### src/hdl/pse_pkg.sv
// Shared constants, codes and controller/datapath interface types for the postfix evaluator.
`timescale 1ns / 1ps
package pse_pkg;

  localparam int STACK_DEPTH = 32;
  localparam int PTR_W       = $clog2(STACK_DEPTH);
  localparam int DEPTH_W     = $clog2(STACK_DEPTH + 1);
  localparam int DATA_W      = 64;
  localparam int HALF_W      = DATA_W / 2;
  localparam int OP_W        = 3;
  localparam int STATUS_W    = 3;

  // token kinds
  localparam logic [OP_W-1:0] OP_PUSH = 3'd0;
  localparam logic [OP_W-1:0] OP_ADD  = 3'd1;
  localparam logic [OP_W-1:0] OP_SUB  = 3'd2;
  localparam logic [OP_W-1:0] OP_MUL  = 3'd3;
  localparam logic [OP_W-1:0] OP_DIV  = 3'd4;

  // expression status codes
  localparam logic [STATUS_W-1:0] ST_OK        = 3'd0;
  localparam logic [STATUS_W-1:0] ST_UNDERFLOW = 3'd1;
  localparam logic [STATUS_W-1:0] ST_FULL      = 3'd2;
  localparam logic [STATUS_W-1:0] ST_DIVZERO   = 3'd3;
  localparam logic [STATUS_W-1:0] ST_LEFTOVER  = 3'd4;

  typedef enum logic [1:0] {
    RD_TOP,
    RD_NEXT,
    RD_BASE
  } rd_sel_t;

  typedef enum logic [3:0] {
    S_IDLE,
    S_CHECK,
    S_RD_R,
    S_RD_L,
    S_EXEC,
    S_MUL,
    S_DIV,
    S_WB,
    S_FINISH,
    S_RD0,
    S_OUT
  } state_t;

  typedef struct packed {
    logic                capture;
    logic                push;
    logic                set_err;
    logic [STATUS_W-1:0] err_code;
    logic                rd_en;
    rd_sel_t             rd_sel;
    logic                cap_r;
    logic                cap_l;
    logic                mul_start;
    logic                mul_step;
    logic                div_start;
    logic                wb;
    logic                load_out;
  } cmd_t;

  typedef struct packed {
    logic in_err;
    logic op_push;
    logic op_arith;
    logic op_mul;
    logic op_div;
    logic full;
    logic under;
    logic r_zero;
    logic last;
    logic emit;
    logic final_read;
    logic mul_done;
    logic div_busy;
    logic out_free;
  } sts_t;

endpackage

### src/hdl/pse_ctrl.sv
// Controller state machine: sequences stack reads, arithmetic, write-back and output per token.
`timescale 1ns / 1ps
module pse_ctrl
  import pse_pkg::*;
(
  input  logic clk,
  input  logic rst_n,
  input  logic in_tvalid,
  output logic in_tready,
  input  sts_t sts,
  output cmd_t cmd
);

  state_t state_r;
  state_t state_nxt;

  always_ff @(posedge clk) begin
    if (!rst_n) begin
      state_r <= S_IDLE;
    end else begin
      state_r <= state_nxt;
    end
  end

  always_comb begin
    state_nxt = state_r;
    unique case (state_r)
      S_IDLE:   if (in_tvalid) state_nxt = S_CHECK;
      S_CHECK: begin
        if (!sts.in_err && sts.op_arith && !sts.under) state_nxt = S_RD_R;
        else                                           state_nxt = S_FINISH;
      end
      S_RD_R:   state_nxt = S_RD_L;
      S_RD_L:   state_nxt = S_EXEC;
      S_EXEC: begin
        if (sts.op_mul)                     state_nxt = S_MUL;
        else if (sts.op_div && sts.r_zero)  state_nxt = S_FINISH;
        else if (sts.op_div)                state_nxt = S_DIV;
        else                                state_nxt = S_WB;
      end
      S_MUL:    if (sts.mul_done) state_nxt = S_WB;
      S_DIV:    if (!sts.div_busy) state_nxt = S_WB;
      S_WB:     state_nxt = S_FINISH;
      S_FINISH: begin
        priority if (sts.last && sts.final_read) state_nxt = S_RD0;
        else if (sts.last || sts.emit)           state_nxt = S_OUT;
        else                                     state_nxt = S_IDLE;
      end
      S_RD0:    state_nxt = S_OUT;
      S_OUT:    if (sts.out_free) state_nxt = S_IDLE;
      default:  state_nxt = S_IDLE;
    endcase
  end

  always_comb begin
    cmd       = '0;
    cmd.rd_sel = RD_TOP;
    in_tready = 1'b0;
    unique case (state_r)
      S_IDLE: begin
        in_tready   = 1'b1;
        cmd.capture = in_tvalid;
      end
      S_CHECK: begin
        if (!sts.in_err) begin
          if (sts.op_push) begin
            if (sts.full) begin
              cmd.set_err  = 1'b1;
              cmd.err_code = ST_FULL;
            end else begin
              cmd.push = 1'b1;
            end
          end else if (sts.op_arith) begin
            if (sts.under) begin
              cmd.set_err  = 1'b1;
              cmd.err_code = ST_UNDERFLOW;
            end else begin
              cmd.rd_en  = 1'b1;
              cmd.rd_sel = RD_TOP;
            end
          end
        end
      end
      S_RD_R: begin
        cmd.cap_r  = 1'b1;
        cmd.rd_en  = 1'b1;
        cmd.rd_sel = RD_NEXT;
      end
      S_RD_L: begin
        cmd.cap_l = 1'b1;
      end
      S_EXEC: begin
        if (sts.op_mul) begin
          cmd.mul_start = 1'b1;
        end else if (sts.op_div && sts.r_zero) begin
          cmd.set_err  = 1'b1;
          cmd.err_code = ST_DIVZERO;
        end else if (sts.op_div) begin
          cmd.div_start = 1'b1;
        end
      end
      S_MUL:    cmd.mul_step = 1'b1;
      S_DIV:    ;
      S_WB:     cmd.wb = 1'b1;
      S_FINISH: begin
        if (sts.last && sts.final_read) begin
          cmd.rd_en  = 1'b1;
          cmd.rd_sel = RD_BASE;
        end
      end
      S_RD0:    ;
      S_OUT:    cmd.load_out = sts.out_free;
      default:  ;
    endcase
  end

endmodule

### config.mk
export PLATFORM = sky130hd
export DESIGN_NAME = pse_ctrl
export DESIGN_NICKNAME = d
export VERILOG_FILES = /design/src/hdl/pse_pkg.sv /design/src/hdl/pse_ctrl.sv
export SDC_FILE = /design/constraint.sdc
export NUM_CORES = 1
export LEC_CHECK = 0
export ABC_CLOCK_PERIOD_IN_PS = 4000
export BUFFER_PORTS_ARGS = -buffer_cell sky130_fd_sc_hd__buf_2
export CORE_UTILIZATION = 45
export CTS_CLUSTER_DIAMETER = 60
export DETAILED_ROUTE_END_ITERATION = 8
export PLACE_DENSITY = 0.81
export SLEW_MARGIN = 20
export SYNTH_ARGS = -nofsm -noshare
export SYNTH_HDL_FRONTEND = slang
export SYNTH_SLANG_ARGS = --single-unit
### constraint.sdc
create_clock -name clk -period 4 [get_ports clk]
set_clock_uncertainty 0.2 [all_clocks]
set_input_delay 0.2 -clock clk [delete_from_list [all_inputs] [get_ports clk]]
set_output_delay 0.2 -clock clk [all_outputs]
set_load 0.01 [all_outputs]
==> results.cfg <==
[synthesis]
syn_nets = 103
yosys_register_bits = 4
async_flop_share_pct = 0
synth-edff-count = 0
synth_cells = 86
synth_area_um2 = 584.3
yosysWarnings = 0
ys.flop_type = dfxtp_1
synth_cell_types = 41
seq_area_frac_synth_pct = 13.70
avgSynthCellArea_um2 = 6.794

[finish]
final_cell_mix = buf_2, nand2_1, nor2_1
area_delta_synth_final_pct = 27.19
layout_commonest_cell = buf_2
antennaDiodeCount = 0
largest_reg_flops = 4
fin_util_pct = 64.29
top_regs = state_r: 4 flops
fillers = 111
final_nets = 133
regMostFlops = state_r
drive_gt1_share_pct = 32.46

[sta]
fin_ws_ns = 1.735
hold_viol_final = 0
layout_min_cycle_time_ns = 2.265
worst_slew_pin_slew_ns = 0.6602
fin_tns_setup_ns = 0
rsz0062_at_grt = false
finalSetupViolCount = 0
finalCritPeriodShare_pct = 56.62
relSlewSlack_pct = 55.37
slew_viol_final = 0
fmax_ghz = 0.4415

[global_route]
grt_overflow_total = 0
grt_max_degree = 20
grt.total_usage_pct = 21.07
grt_pass1_wl_um = 2208
grt_pass1_vias = 526
antenna_found_initial = 0

[run_status]
status = completed

[drt]
drc = 0
wire_per_inst_um = 11.21
vias = 739
viasPerCell = 5.773
drt_wl_total_um = 1435
drtIter0Drc = 16
final_antenna_net_count = 0
drt-pass1-iter-count = 4

[clocking]
clock_latency_ns = 0.23
cts_max_path_buffers = 2
cts_tree = built
cts_inserted_buffers = 3
ctsResizeCount = 0
cts.reportedPaths.clkPinSlew_ns = 0.04
cts_sinks = 4
htree_levels = 1
postCtsSetupRepairBufs = 0
cts-root-buf = clkbuf_4
cts.hold.buffers_added = 0

[die]
die-area_um2 = 1447
start_util_pct = 50.54
core_area_um2 = 1156
boundaryPins = 34
fp.dieH_um = 38.04
row_count = 12
die_w_um = 38.04

[placement]
post-dp-hpwl_um = 1159
pre_cts_slack_ns = 1.969
gp_congestion = 0.8405
port_buffers = 32

[power_and_ir_drop]
power.density_nw_per_um2 = 514.7
comb_power_share_pct = 56.8
leakage_nw = 0.3469
seqPwrFrac_pct = 30.4
switching_share_pct = 48.05
clock_power_share_pct = 12.8
vdd_drop_max_v = 0.0003125
power.internal_w = 0.0001987
switching_power_w = 0.0001838

[worst_setup_path]
end_kind = output port
path_max_fanout = 16
crit_end = cmd[9]
required_ns = 3.60
rr_worst_depth = 4
reg2reg_setup_slack_ns = 2.13
critical_path.startpoint = state_r[0]
r2r-end = state_r[3]
arrival_ns = 1.86
start_kind = register
worstSetupPathType = register to output port
r2r-start = state_r[1]

[hold_path]
hold_class = input port to register

[flow_run]
maxCapViolCount = 0
-- kinds of logic (layout without fill, tap and decap cells) --
kind of cell           after synthesis  in the layout  synth area share, %
AO/OA/AOI/OAI                       23             23                27.63
XOR/XNOR                             2              2                2.998
buffers and inverters               12             40                10.28
flip-flops                           4              4                13.71
multiplexers                         1              1                1.713
AND/OR/NAND/NOR                     43             43                43.04
other                                1              1               0.6418
-- per-layer routing --
metal	vias up	global-route usage, %	part of all wire [%]
li1	378	-	-
met1	325	27.40	44
met2	30	35.59	46
met3	6	4.070	6.5
met4	0	4.464	3.2
met5	-	0	0
-- synthesized netlist by cell type, types with 2 or more instances --
library cell  number  area [um^2]
a211oi_1           2        15.01
a21oi_1            4        20.02
and3_1             2        12.51
buf_2              3        15.01
clkbuf_1           2        7.510
dfxtp_1            4        80.08
inv_1              5        18.77
nand2_1           10        37.54
nand3_1            2        10.01
nand3b_1           2        15.01
nor2_1             6        22.52
nor2b_1            3        18.77
nor3_1             3        15.01
nor3b_1            4        30.03
nor4_1             2        12.51
o21ai_0            4        20.02
o31ai_1            2        15.01
o41ai_1            2        17.52
or4_1              2        15.01
-- power by group through the flow --
stage                     combinational, W  clock [W]  sequential (W)
after floorplan                   0.000218          0       0.0000661
after global placement            0.000213          0        0.000115
after detailed placement          0.000217          0        0.000117
after CTS                         0.000218  0.0000519        0.000115
after global routing              0.000245  0.0000529        0.000126
final                             0.000217  0.0000488        0.000116
-- layout make-up --
class | count | area [um^2] | area share [%]
clock buffer | 3 | 22.52 | 3.030
sequential | 4 | 80.08 | 10.77
multi-input combinational | 70 | 444.2 | 59.76
tap | 14 | 17.52 | 2.357
timing repair buffer | 32 | 160.2 | 21.55
inverter | 5 | 18.77 | 2.525
-- worst min path at each step --
stage          start          to  slack (ns)  cells past startpoint
6_report       rst_n  state_r[3]        0.02                      2
5_1_grt        rst_n  state_r[3]        0.04                      2
4_1_cts        rst_n  state_r[3]        0.02                      2
3_5_place_dp   rst_n  state_r[3]        0.26                      2
3_3_place_gp   rst_n  state_r[3]        0.25                      2
2_1_floorplan  rst_n  state_r[3]        0.13                      1
-- through the flow --
step	hold slack (ns)	total power [W]	cells	instance area, um^2
after floorplan	0.1279	0.0002844	86	584.3
after global placement	0.2529	0.0003275	125	720.7
after detailed placement	0.2555	0.0003335	125	720.7
after CTS	0.01507	0.0003848	128	743.2
after global routing	0.03897	0.0004232	128	743.2
final	0.02042	0.0003826	128	743.2
-- critical path, cell delays in order (launching register included) --
cell and delay, ns:
dfxtp_1 0.64, nand2b_4 0.11, or4_4 0.46, o41ai_1 0.24, buf_2 0.18
Power figures use the tool's default switching activity.
